===== src/rtl/tccw_pkg.sv =====
package tccw_pkg;

    // Screen geometry
    localparam int COLUMNS    = 80;
    localparam int ROWS       = 25;
    localparam int CELL_COUNT = ROWS * COLUMNS;

    // Field widths, fixed by the port list
    localparam int ROW_W      = 5;
    localparam int COL_W      = 7;
    localparam int ADDR_W     = 11;
    localparam int CHAR_W     = 8;
    localparam int CELL_W     = 16;
    localparam int COLOUR_W   = 4;
    localparam int KIND_W     = 2;
    localparam int CFG_IDX_W  = 1;
    localparam int CFG_DATA_W = 4;

    localparam logic [ROW_W-1:0]  ROW_LAST   = ROW_W'(ROWS - 1);
    localparam logic [COL_W-1:0]  COL_LAST   = COL_W'(COLUMNS - 1);
    localparam logic [ADDR_W-1:0] CELL_LAST  = ADDR_W'(CELL_COUNT - 1);
    localparam logic [ADDR_W-1:0] COPY_LAST  = ADDR_W'((ROWS - 1) * COLUMNS - 1);
    localparam logic [ADDR_W-1:0] CELL_TOTAL = ADDR_W'(CELL_COUNT);

    localparam logic [CHAR_W-1:0] CHAR_NEWLINE = 8'd10;
    localparam logic [CHAR_W-1:0] CHAR_RETURN  = 8'd13;
    localparam logic [CHAR_W-1:0] CHAR_BLANK   = 8'd32;

    localparam logic [CELL_W-1:0] RESET_BLANK = {8'h00, CHAR_BLANK};

    typedef enum logic [KIND_W-1:0] {
        KIND_PUT   = 2'd0,
        KIND_CLEAR = 2'd1,
        KIND_READ  = 2'd2
    } t_kind;

    typedef enum logic [CFG_IDX_W-1:0] {
        REG_FOREGROUND = 1'b0,
        REG_BACKGROUND = 1'b1
    } t_cfg_reg;

    typedef enum logic [2:0] {
        S_INIT,
        S_IDLE,
        S_SCR_RD,
        S_SCR_WR,
        S_FILL,
        S_DONE
    } t_state;

    typedef struct packed {
        logic in_ready;
        logic accept;
        logic init_write;
        logic fill_write;
        logic scroll_read;
        logic scroll_write;
        logic load_out;
    } t_cmd;

    typedef struct packed {
        logic is_clear;
        logic need_scroll;
        logic sweep_last;
        logic copy_last;
        logic out_free;
    } t_status;

endpackage


===== src/rtl/tccw_ctrl.sv =====
module tccw_ctrl (
    input  logic              i_clk,
    input  logic              i_rst_n,
    input  logic              i_in_valid,
    input  tccw_pkg::t_status i_status,
    output tccw_pkg::t_cmd    o_cmd
);

    tccw_pkg::t_state r_state;
    tccw_pkg::t_state n_state;

    always_ff @(posedge i_clk) begin
        if (!i_rst_n) begin
            r_state <= tccw_pkg::S_INIT;
        end else begin
            r_state <= n_state;
        end
    end

    always_comb begin
        n_state = r_state;
        case (r_state)
            tccw_pkg::S_INIT: begin
                if (i_status.sweep_last) n_state = tccw_pkg::S_IDLE;
            end
            tccw_pkg::S_IDLE: begin
                if (i_in_valid) begin
                    if (i_status.is_clear) n_state = tccw_pkg::S_FILL;
                    else if (i_status.need_scroll) n_state = tccw_pkg::S_SCR_RD;
                    else n_state = tccw_pkg::S_DONE;
                end
            end
            tccw_pkg::S_SCR_RD: n_state = tccw_pkg::S_SCR_WR;
            tccw_pkg::S_SCR_WR: begin
                n_state = i_status.copy_last ? tccw_pkg::S_FILL : tccw_pkg::S_SCR_RD;
            end
            tccw_pkg::S_FILL: begin
                if (i_status.sweep_last) n_state = tccw_pkg::S_DONE;
            end
            tccw_pkg::S_DONE: begin
                if (i_status.out_free) n_state = tccw_pkg::S_IDLE;
            end
            default: n_state = tccw_pkg::S_INIT;
        endcase
    end

    always_comb begin
        o_cmd = '0;
        case (r_state)
            tccw_pkg::S_INIT: o_cmd.init_write = 1'b1;
            tccw_pkg::S_IDLE: begin
                o_cmd.in_ready = 1'b1;
                o_cmd.accept   = i_in_valid;
            end
            tccw_pkg::S_SCR_RD: o_cmd.scroll_read  = 1'b1;
            tccw_pkg::S_SCR_WR: o_cmd.scroll_write = 1'b1;
            tccw_pkg::S_FILL:   o_cmd.fill_write   = 1'b1;
            tccw_pkg::S_DONE:   o_cmd.load_out     = i_status.out_free;
            default: o_cmd = '0;
        endcase
    end

endmodule


===== config.mk =====
export PLATFORM = sky130hd
export DESIGN_NAME = tccw_ctrl
export DESIGN_NICKNAME = d
export VERILOG_FILES = /design/src/rtl/tccw_pkg.sv /design/src/rtl/tccw_ctrl.sv
export SDC_FILE = /design/constraint.sdc
export NUM_CORES = 1
export LEC_CHECK = 0
export BUFFER_PORTS_ARGS = -buffer_cell sky130_fd_sc_hd__clkbuf_2
export CAP_MARGIN = 20
export CELL_PAD_IN_SITES_DETAIL_PLACEMENT = 1
export CELL_PAD_IN_SITES_GLOBAL_PLACEMENT = 2
export CORE_MARGIN = 4
export CORE_UTILIZATION = 19
export DETAILED_ROUTE_END_ITERATION = 8
export GPL_TIMING_DRIVEN = 0
export PLACE_DENSITY = 0.81
export SETUP_SLACK_MARGIN = 0.02
export SLEW_MARGIN = 10
export SYNTH_ARGS = -nofsm -noshare
export SYNTH_HDL_FRONTEND = slang
export SYNTH_SLANG_ARGS = --single-unit

===== constraint.sdc =====
create_clock -name i_clk -period 1.27 [get_ports i_clk]
set_clock_uncertainty 0.1 [all_clocks]
set_input_delay 0.381 -clock i_clk [delete_from_list [all_inputs] [get_ports i_clk]]
set_output_delay 0.381 -clock i_clk [all_outputs]
set_load 0.02 [all_outputs]

==> results of run 1 <==
-- metrics by stage --
| step | util (%) | std cells |
|---|---|---|
| 5_1_grt | 43.9 | 68 |
| 3_5_place_dp | 29.8 | 60 |
| 2_1_floorplan | - | 32 |
| 4_1_cts | 39.0 | 67 |
| 3_3_place_gp | 29.8 | 60 |
| 6_report | 43.9 | 68 |
-- how the worst max path moves through the flow --
stage,start,endpoint
2_1_floorplan,r_state[1],o_cmd[0]
3_3_place_gp,r_state[2],o_cmd[0]
3_5_place_dp,r_state[2],o_cmd[0]
4_1_cts,r_state[1],o_cmd[0]
5_1_grt,r_state[1],o_cmd[0]
6_report,r_state[1],o_cmd[0]
-- final cells by class --
cell class	count	share of cell area, %
repair buffers	18	28.5
multi-input cells	26	43.8
inverters	1	0.730
clock buffers	4	5.11
well taps	14	3.41
flip-flops and latches	3	13.4
plain buffers	2	5.11
-- critical path, delay by kind of cell, from the launching register on --
family / cells / cell delay, ns
flops: 1 / 0.31
buf+inv: 2 / 0.25
simple gates: 2 / 0.25
-- layer usage --
layer / track usage, % / wire (um) / part of all wire (%)
met1: 9.16 / 324 / 39
met2: 13.4 / 450 / 54
met3: 2.44 / 51 / 6.2
met4: 3.61 / 0 / 0
met5: 0 / 0 / 0
-- cells by family (layout without fill, tap and decap cells) --
kind of cell	Yosys count	in the layout	share of synthesized area, %
compound gates	7	7	22.1
buf+inv	3	25	9.04
simple gates	19	19	44.7
flops	3	3	24.1
-- what timing repair did --
action,4_1_cts,5_1_grt
setup buffers,2,1
cloned,1,0
pin swaps,3,2
setup endpoints to repair,7,7
hold buffers,0,0
resized for setup,19,19
-- where the power goes --
group          internal, mW  switching (mW)  total, mW  leakage [nW]
Sequential            0.100          0.0121      0.113        0.0264
Combinational        0.0822          0.0692      0.151         0.195
Clock                 0.118          0.0456      0.163        0.0150
Total                 0.300           0.127      0.427         0.237
-- cell usage in the layout, fill, tap and decap left out, types with 3 or more instances in the layout --
cell      n
clkbuf_2  7
nand2b_4  3
buf_6     3
buf_8     3
clkbuf_4  3
nor2_4    3
buf_4     6
==> results.sh, run 1 <==
export IMPL_status="complete, but fails checks"
export IMPL_violations="setup timing"
export IMPL_nNetsFinal=63
export IMPL_cp_arrival_ns=1.04
export IMPL_drt_iter0_markers=1
export IMPL_largestRegisters="r_state: 3 flops"
export IMPL_worstHoldPathType="input pin to flop"
export IMPL_clk_latency_ns=0.23
export IMPL_regMostFlops="r_state"
export IMPL_ys_ff_latch=3
export IMPL_die_w_um=44.2
export IMPL_r2r_slack_ns=0.09
export IMPL_synth_cells=32
export IMPL_totalWireLength_um=826
export IMPL_peakVddDrop_uv=479
export IMPL_hpwl_um=516
export IMPL_synthMostInstantiatedCell="nor2_1"
export IMPL_power_mw=0.427
export IMPL_synth_ff_type="dfxtp_1"
export IMPL_worst_slack_ns=-0.248
export IMPL_rows=12
export IMPL_fmax_mhz=659
export IMPL_die_y_um=44.2
export IMPL_cts_tree="built"
export IMPL_synth_edf_count=0
export IMPL_yosysUniqueCellTypes=19
export IMPL_fp_dieArea_sq_um=1950
export IMPL_holdPathEnd="r_state[0]"
export IMPL_synth_top_cell_area_share_pct=24.1
export IMPL_clockRootBuffer="clkbuf_4"
export IMPL_grt_pass1_vias=292
export IMPL_routabilityCongestion=0.728
export IMPL_final_cell_area_sq_um=514
export IMPL_antenna_found_initial=0
export IMPL_worst_pin_slew_ns=0.301
export IMPL_vias_per_cell=4.43
export IMPL_seq_area_frac_synth_pct=24.1
export IMPL_syn_avg_cell_area_sq_um=7.78
export IMPL_finalCriticalPeriod_ns=1.52
export IMPL_maxCapViolations=0
export IMPL_wl_per_cell_um=12.1
export IMPL_syn_nets=40
export IMPL_coreArea_sq_um=1170
export IMPL_placed_area_sq_um=349
export IMPL_overflow=0
export IMPL_clk_path_buf_depth=2
export IMPL_dp_worst_setup_slack_ns=-0.115
export IMPL_p_leak_nw=0.237
export IMPL_cp_slowest_cell="dfxtp_2"
export IMPL_grt_max_degree=9
export IMPL_first_pass_iters=2
export IMPL_synth_common_cells="nor2_1 (6), dfxtp_1 (3), nand2b_1 (3)"
export IMPL_multi_input_area_sq_um=225
export IMPL_port_buffers=14
export IMPL_seq_area_sq_um=68.8
export IMPL_h_tree_depth=1
export IMPL_slowest_delay_ns=0.31
export IMPL_largest_register_ffs=3
export IMPL_area_delta_synth_final_pct=107
export IMPL_cellPowerDensity_nw_per_um2=831
export IMPL_slew_viol_final=0
export IMPL_grt_setup_unrepaired="true"
export IMPL_setup_viol=7
export IMPL_whs_path_depth=2
export IMPL_cp_common_cell="buf_6"
export IMPL_start_util_pct=21.3
export IMPL_start_kind="flop"
export IMPL_cts_sinks=3
export IMPL_crit_required_ns=0.79
export IMPL_synth_top_cell_by_area="dfxtp_1"
export IMPL_whs_ns=0.294
export IMPL_clk_pin_slew_ns=0.04
export IMPL_hold_path_startpoint="i_rst_n"
export IMPL_path_class="flop to output pin"
export IMPL_synth_cell_area_sq_um=249
export IMPL_ioPinCount=15
export IMPL_via_count=301
export IMPL_fillers=139
export IMPL_route_detailed_drc=0
export IMPL_critPathMaxFanout=5
export IMPL_cts_inserted_buffers=3
export IMPL_drive_above_1_share_pct=72.2
export IMPL_r2r_end="r_state[1]"
export IMPL_grt_use_total_pct=7.96
export IMPL_crit_path_end_kind="output pin"
export IMPL_fin_crit_sh_pct=120
export IMPL_insertedDiodeCount=0
export IMPL_r2r_start="r_state[2]"
export IMPL_setup_tns_ns=-1.52
export IMPL_hold_viol_final=0
export IMPL_synthTopCellsByArea="dfxtp_1 (24%), nand2b_4 (11%), nor2_1 (9.0%), nand2b_1 (7.5%), buf_6 (4.5%)"
export IMPL_crit_chain="buf_6, nand2b_4, nor2_4, buf_6"
export IMPL_async_flop_share_pct=0
export IMPL_antenna_left=0
export IMPL_r2r_cells=3
export IMPL_yosysWarnings=0
export IMPL_slew_headroom_pct=79.7
export IMPL_grt_pass1_wl_um=1150
(Power assumes the default switching activity.)
==> inputs of run 2 (changes only) <==
- ABC_AREA: not set -> 1
- BUFFER_PORTS_ARGS: -buffer_cell sky130_fd_sc_hd__clkbuf_2 -> -buffer_cell sky130_fd_sc_hd__buf_2
- CORE_UTILIZATION: 19 -> 18
==> run 2 against run 1 <==
Compared with the run above: the run still ends with setup timing left; critical path depth fell by 1; non-clock buffer count rose by 4; fmax fell by 1.4%; die area rose by 15%; area after synthesis rose by 12%; global-route usage rose by 2.5 points; setup slack got worse by 0.021 ns; combinational power rose by 87%; utilization fell by 2.1 points; via count rose by 29%; power rose by 34%; critical path type unchanged; critical endpoint unchanged.
==> results.sh, run 2 <==
export IMPL_drive_above_1_share_pct=70.3
export IMPL_fmax_mhz=650
export IMPL_fillers=180
export IMPL_clk_path_buf_depth=2
export IMPL_wl_per_cell_um=11.0
export IMPL_insertedDiodeCount=0
export IMPL_route_detailed_drc=0
export IMPL_synth_common_cells="inv_1 (11), nor2_1 (7), nand2_1 (6)"
export IMPL_antenna_left=0
export IMPL_grt_pass1_wl_um=1670
export IMPL_cts_inserted_buffers=3
export IMPL_yosysUniqueCellTypes=19
export IMPL_async_flop_share_pct=0
export IMPL_synthTopCellsByArea="dfxtp_1 (22%), inv_1 (15%), nor2_1 (9.4%), nand2_1 (8.1%), nand2_2 (6.7%)"
export IMPL_p_leak_nw=0.293
export IMPL_r2r_slack_ns=0.04
export IMPL_grt_pass1_vias=391
export IMPL_h_tree_depth=1
export IMPL_port_buffers=14
export IMPL_ctsHoldBuffers=0
export IMPL_maxCapViolations=0
export IMPL_violations="setup timing"
export IMPL_synth_edf_count=0
export IMPL_overflow=0
export IMPL_grt_max_degree=8
export IMPL_path_class="flop to output pin"
export IMPL_die_w_um=47.4
export IMPL_cts_sinks=3
export IMPL_p_comb_share_pct=49.5
export IMPL_die_y_um=47.4
export IMPL_largest_register_ffs=3
export IMPL_synth_cells=47
export IMPL_worst_pin_slew_ns=0.176
export IMPL_ys_ff_latch=3
export IMPL_dp_worst_setup_slack_ns=-0.183
export IMPL_cellPowerDensity_nw_per_um2=990
export IMPL_critPathMaxFanout=6
export IMPL_slowest_delay_ns=0.40
export IMPL_fin_crit_sh_pct=121
export IMPL_synthMostInstantiatedCell="inv_1"
export IMPL_antenna_found_initial=0
export IMPL_final_cell_area_sq_um=578
export IMPL_slew_headroom_pct=88.2
export IMPL_synth_top_cell_area_share_pct=21.5
export IMPL_worst_slack_ns=-0.269
export IMPL_routabilityCongestion=0.643
export IMPL_syn_avg_cell_area_sq_um=5.94
export IMPL_crit_chain="inv_2, nor4_4, buf_4"
export IMPL_totalWireLength_um=981
export IMPL_switchingPower_mw=0.212
export IMPL_final_cell_mix="buf_4 (13), inv_1 (7), buf_2 (7), nand2_2 (5)"
export IMPL_finalCriticalPeriod_ns=1.54
export IMPL_synth_cell_area_sq_um=279
export IMPL_status="complete, but fails checks"
export IMPL_power_mw=0.572
export IMPL_final_common_cell="buf_4"
export IMPL_intPower_mw=0.360
export IMPL_worstHoldPathType="input pin to flop"
export IMPL_whs_ns=0.310
export IMPL_grt_use_total_pct=10.4
export IMPL_rows=13
export IMPL_ioPinCount=15
export IMPL_seq_area_frac_synth_pct=21.5
export IMPL_cp_slowest_cell="dfxtp_4"
export IMPL_grt_setup_unrepaired="true"
export IMPL_drt_iter0_markers=0
export IMPL_nNetsFinal=83
export IMPL_hold_viol_final=0
export IMPL_hpwl_um=667
export IMPL_first_pass_iters=1
export IMPL_peakVddDrop_uv=330
export IMPL_power_frac_seq_pct=22.0
export IMPL_cts_tree="built"
export IMPL_vias_per_cell=4.36
export IMPL_slew_viol_final=0
export IMPL_cp_arrival_ns=1.06
export IMPL_clk_pin_slew_ns=0.04
export IMPL_placed_area_sq_um=400
export IMPL_clk_latency_ns=0.23
export IMPL_final_util_pct=41.8
export IMPL_synth_ff_type="dfxtp_1"
export IMPL_crit_path_end_kind="output pin"
export IMPL_yosysWarnings=0
export IMPL_p_sw_share_pct=37.0
export IMPL_setup_viol=7
export IMPL_via_count=388
export IMPL_p_clk_share_pct=28.5
export IMPL_area_delta_synth_final_pct=107
export IMPL_coreArea_sq_um=1380
export IMPL_fp_dieArea_sq_um=2240
export IMPL_start_kind="flop"
export IMPL_clockRootBuffer="clkbuf_4"
export IMPL_synth_top_cell_by_area="dfxtp_1"
export IMPL_syn_nets=55
export IMPL_largestRegisters="r_state: 3 flops"
export IMPL_crit_required_ns=0.79
export IMPL_start_util_pct=20.2
export IMPL_regMostFlops="r_state"
-- run 2: cell type report --
class / count / area [sq um] / share of cell area (%)
timing repair buffer: 24 / 178 / 30.7
clock buffer: 4 / 26.3 / 4.55
multi-input combinational: 31 / 234 / 40.5
inverter: 12 / 50.0 / 8.66
sequential: 3 / 71.3 / 12.3
tap: 15 / 18.8 / 3.25
-- run 2: worst paths after layout --
check                           startpoint          to  depth (start not counted)
worst min register to register  r_state[2]  r_state[2]                          3
worst min-delay path               i_rst_n  r_state[2]                          3
worst max register to register  r_state[2]  r_state[2]                          9
worst max-delay path            r_state[0]    o_cmd[0]                          3
-- run 2: critical path: cells and delay by family, from the launching register on --
family        cells  cell delay [ns]
buf+inv           2             0.23
flops             1             0.40
simple gates      1             0.19
-- run 2: what timing repair did --
item,in CTS,in global routing
buffers inserted,7,3
setup endpoints to repair,8,10
resized for setup,18,11
pin swaps,6,4
-- run 2: through the flow --
stage	std cells	setup TNS, ns
after CTS	87	-1.74
after global routing	89	-2.05
after global placement	76	-0.558
after floorplan	47	-0.308
final	89	-1.63
after detailed placement	76	-0.612
-- run 2: logic make-up (layout without fill, tap and decap cells) --
logic type | count (synthesis) | after routing | share of synthesized area [%]
flip-flops | 3 | 3 | 21.5
AND/OR/NAND/NOR | 25 | 25 | 46.2
buffers and inverters | 13 | 40 | 18.8
AO/OA/AOI/OAI | 6 | 6 | 13.5
-- run 2: layer usage --
metal	vias to the layer above	part of all wire [%]	GRT usage (%)
li1	201	-	-
met1	178	40	11.7
met3	0	5.7	1.53
met5	-	0	0
met2	9	55	19.0
met4	0	0	4.97
-- run 2: power groups by stage --
stage	registers, mW	logic (mW)	clock network, mW
3_5_place_dp	0.126	0.182	0
5_1_grt	0.128	0.310	0.179
2_1_floorplan	0.121	0.136	0
6_report	0.126	0.283	0.163
4_1_cts	0.125	0.246	0.168
3_3_place_gp	0.126	0.179	0
==> inputs of run 3 (changes only) <==
- CTS_BUF_LIST: not set -> sky130_fd_sc_hd__clkbuf_8 sky130_fd_sc_hd__clkbuf_16
==> run 3 against run 2 <==
Compared with the run above: the flow still finishes with violations (setup timing); clock-buffer cell count decreased by 1; sequential power barely moved; routed wire length increased by 4.1%; flip-flop and latch count unchanged; combinational power decreased by 2%; critical path type unchanged; non-clock buffer count unchanged; highest routed layer is now met4; final cell count unchanged; critical endpoint unchanged; fmax is 0.74% higher; register-to-register slack lost 0.02 ns.
==> results.sh, run 3 (synthesized netlist as in run 2, its figures left out) <==
export IMPL_final_cell_area_sq_um=588
export IMPL_first_pass_iters=3
export IMPL_critPathMaxFanout=6
export IMPL_rows=13
export IMPL_fin_crit_sh_pct=120
export IMPL_start_kind="flop"
export IMPL_ioPinCount=15
export IMPL_cts_tree="built"
export IMPL_worst_slack_ns=-0.258
export IMPL_switchingPower_mw=0.231
export IMPL_cellPowerDensity_nw_per_um2=1150
export IMPL_final_util_pct=42.5
export IMPL_maxCapViolations=0
export IMPL_grt_pass1_wl_um=1700
export IMPL_totalWireLength_um=1020
export IMPL_area_delta_synth_final_pct=111
export IMPL_crit_path_end_kind="output pin"
export IMPL_route_detailed_drc=0
export IMPL_final_cell_mix="buf_4 (13), inv_1 (8), buf_2 (7), nand2_2 (5)"
export IMPL_regMostFlops="r_state"
export IMPL_worstHoldPathType="input pin to flop"
export IMPL_coreArea_sq_um=1380
export IMPL_fmax_mhz=655
export IMPL_largest_register_ffs=3
export IMPL_slew_headroom_pct=87.2
export IMPL_path_class="flop to output pin"
export IMPL_status="complete, but fails checks"
export IMPL_placed_cells=76
export IMPL_clk_path_buf_depth=2
export IMPL_grt_max_degree=8
export IMPL_clockRootBuffer="clkbuf_8"
export IMPL_largestRegisters="r_state: 3 flops"
export IMPL_antenna_found_initial=0
export IMPL_clk_latency_ns=0.22
export IMPL_fp_dieArea_sq_um=2240
export IMPL_via_count=400
export IMPL_grt_setup_unrepaired="true"
export IMPL_die_w_um=47.4
export IMPL_worst_pin_slew_ns=0.190
export IMPL_final_common_cell="buf_4"
export IMPL_p_sw_share_pct=34.1
export IMPL_ctsHoldBuffers=0
export IMPL_cp_arrival_ns=1.05
export IMPL_grt_pass1_vias=395
export IMPL_clk_pin_slew_ns=0.03
export IMPL_finalCriticalPeriod_ns=1.53
export IMPL_routabilityCongestion=0.643
export IMPL_hpwl_um=667
export IMPL_port_buffers=14
export IMPL_p_comb_share_pct=41.0
export IMPL_die_y_um=47.4
export IMPL_intPower_mw=0.447
export IMPL_antenna_left=0
export IMPL_crit_required_ns=0.79
export IMPL_wl_per_cell_um=11.5
export IMPL_slew_viol_final=0
export IMPL_vias_per_cell=4.49
export IMPL_cts_sinks=3
export IMPL_whs_ns=0.320
export IMPL_p_leak_nw=0.304
export IMPL_insertedDiodeCount=0
export IMPL_instances_no_fill=89
export IMPL_h_tree_depth=1
export IMPL_p_clk_share_pct=40.4
export IMPL_drive_above_1_share_pct=70.3
export IMPL_placed_area_sq_um=400
export IMPL_hold_viol_final=0
export IMPL_power_frac_seq_pct=18.6
export IMPL_peakVddDrop_uv=404
export IMPL_grt_use_total_pct=11.1
export IMPL_setup_viol=7
export IMPL_nNetsFinal=83
export IMPL_drt_iter0_markers=2
export IMPL_fillers=176
export IMPL_violations="setup timing"
export IMPL_start_util_pct=20.2
export IMPL_overflow=0
export IMPL_cts_inserted_buffers=3
## run 3: changes by cell type in the layout (fill, tap and decap cells not counted)
| cell | delta |
|---|---|
| clkbuf_1 | -1 |
| clkbuf_4 | -3 |
| clkbuf_8 | +3 |
| inv_1 | +1 |
| o31ai_2 | +1 |
| o31ai_4 | -1 |
## run 3: routing by layer
| metal | global-route usage, % | wire length [um] |
|---|---|---|
| met1 | 11.7 | 394 |
| met2 | 19.8 | 549 |
| met3 | 2.68 | 66 |
| met4 | 6.63 | 10 |
| met5 | 0 | 0 |
## run 3: final timing paths
kind | from | end | slack, ns | cells past startpoint
max | r_state[0] | o_cmd[0] | -0.26 | 3
min | i_rst_n | r_state[2] | 0.32 | 3
max reg2reg | r_state[2] | r_state[1] | 0.02 | 7
min reg2reg | r_state[2] | r_state[2] | 0.57 | 3
## run 3: worst max-delay path, cell delays in order, from the launching register on
cell	delay, ns
dfxtp_4	0.40
inv_2	0.06
nor4_4	0.19
buf_4	0.17
## run 3: metrics by stage
step / TNS [ns] / power [mW] / setup WS, ns
2_1_floorplan: -0.308 / 0.257 / -0.122
3_3_place_gp: -0.558 / 0.305 / -0.173
3_5_place_dp: -0.612 / 0.308 / -0.183
4_1_cts: -1.64 / 0.644 / -0.288
5_1_grt: -1.99 / 0.722 / -0.307
6_report: -1.53 / 0.678 / -0.258
## run 3: repair_timing
action / CTS / global route
pin swaps: 6 / 5
buffers inserted: 6 / 4
resized for setup: 18 / 10
endpoints found under the setup margin: 8 / 10
## run 3: cell type report
class,instances,area (sq um),share of cell area (%)
multi-input combinational,31,225,38.3
timing repair buffer,24,178,30.2
sequential,3,71.3,12.1
inverter,12,50.0,8.51
clock buffer,3,41.3,7.02
tap,15,18.8,3.19
clock inverter,1,3.75,0.638
## run 3: power by group through the flow
stage	Combinational, mW	Sequential, mW	Clock [mW]
detailed placement	0.182	0.126	0
global route	0.307	0.128	0.287
CTS	0.239	0.125	0.280
global placement	0.179	0.126	0
floorplan	0.136	0.121	0
finish	0.278	0.126	0.274
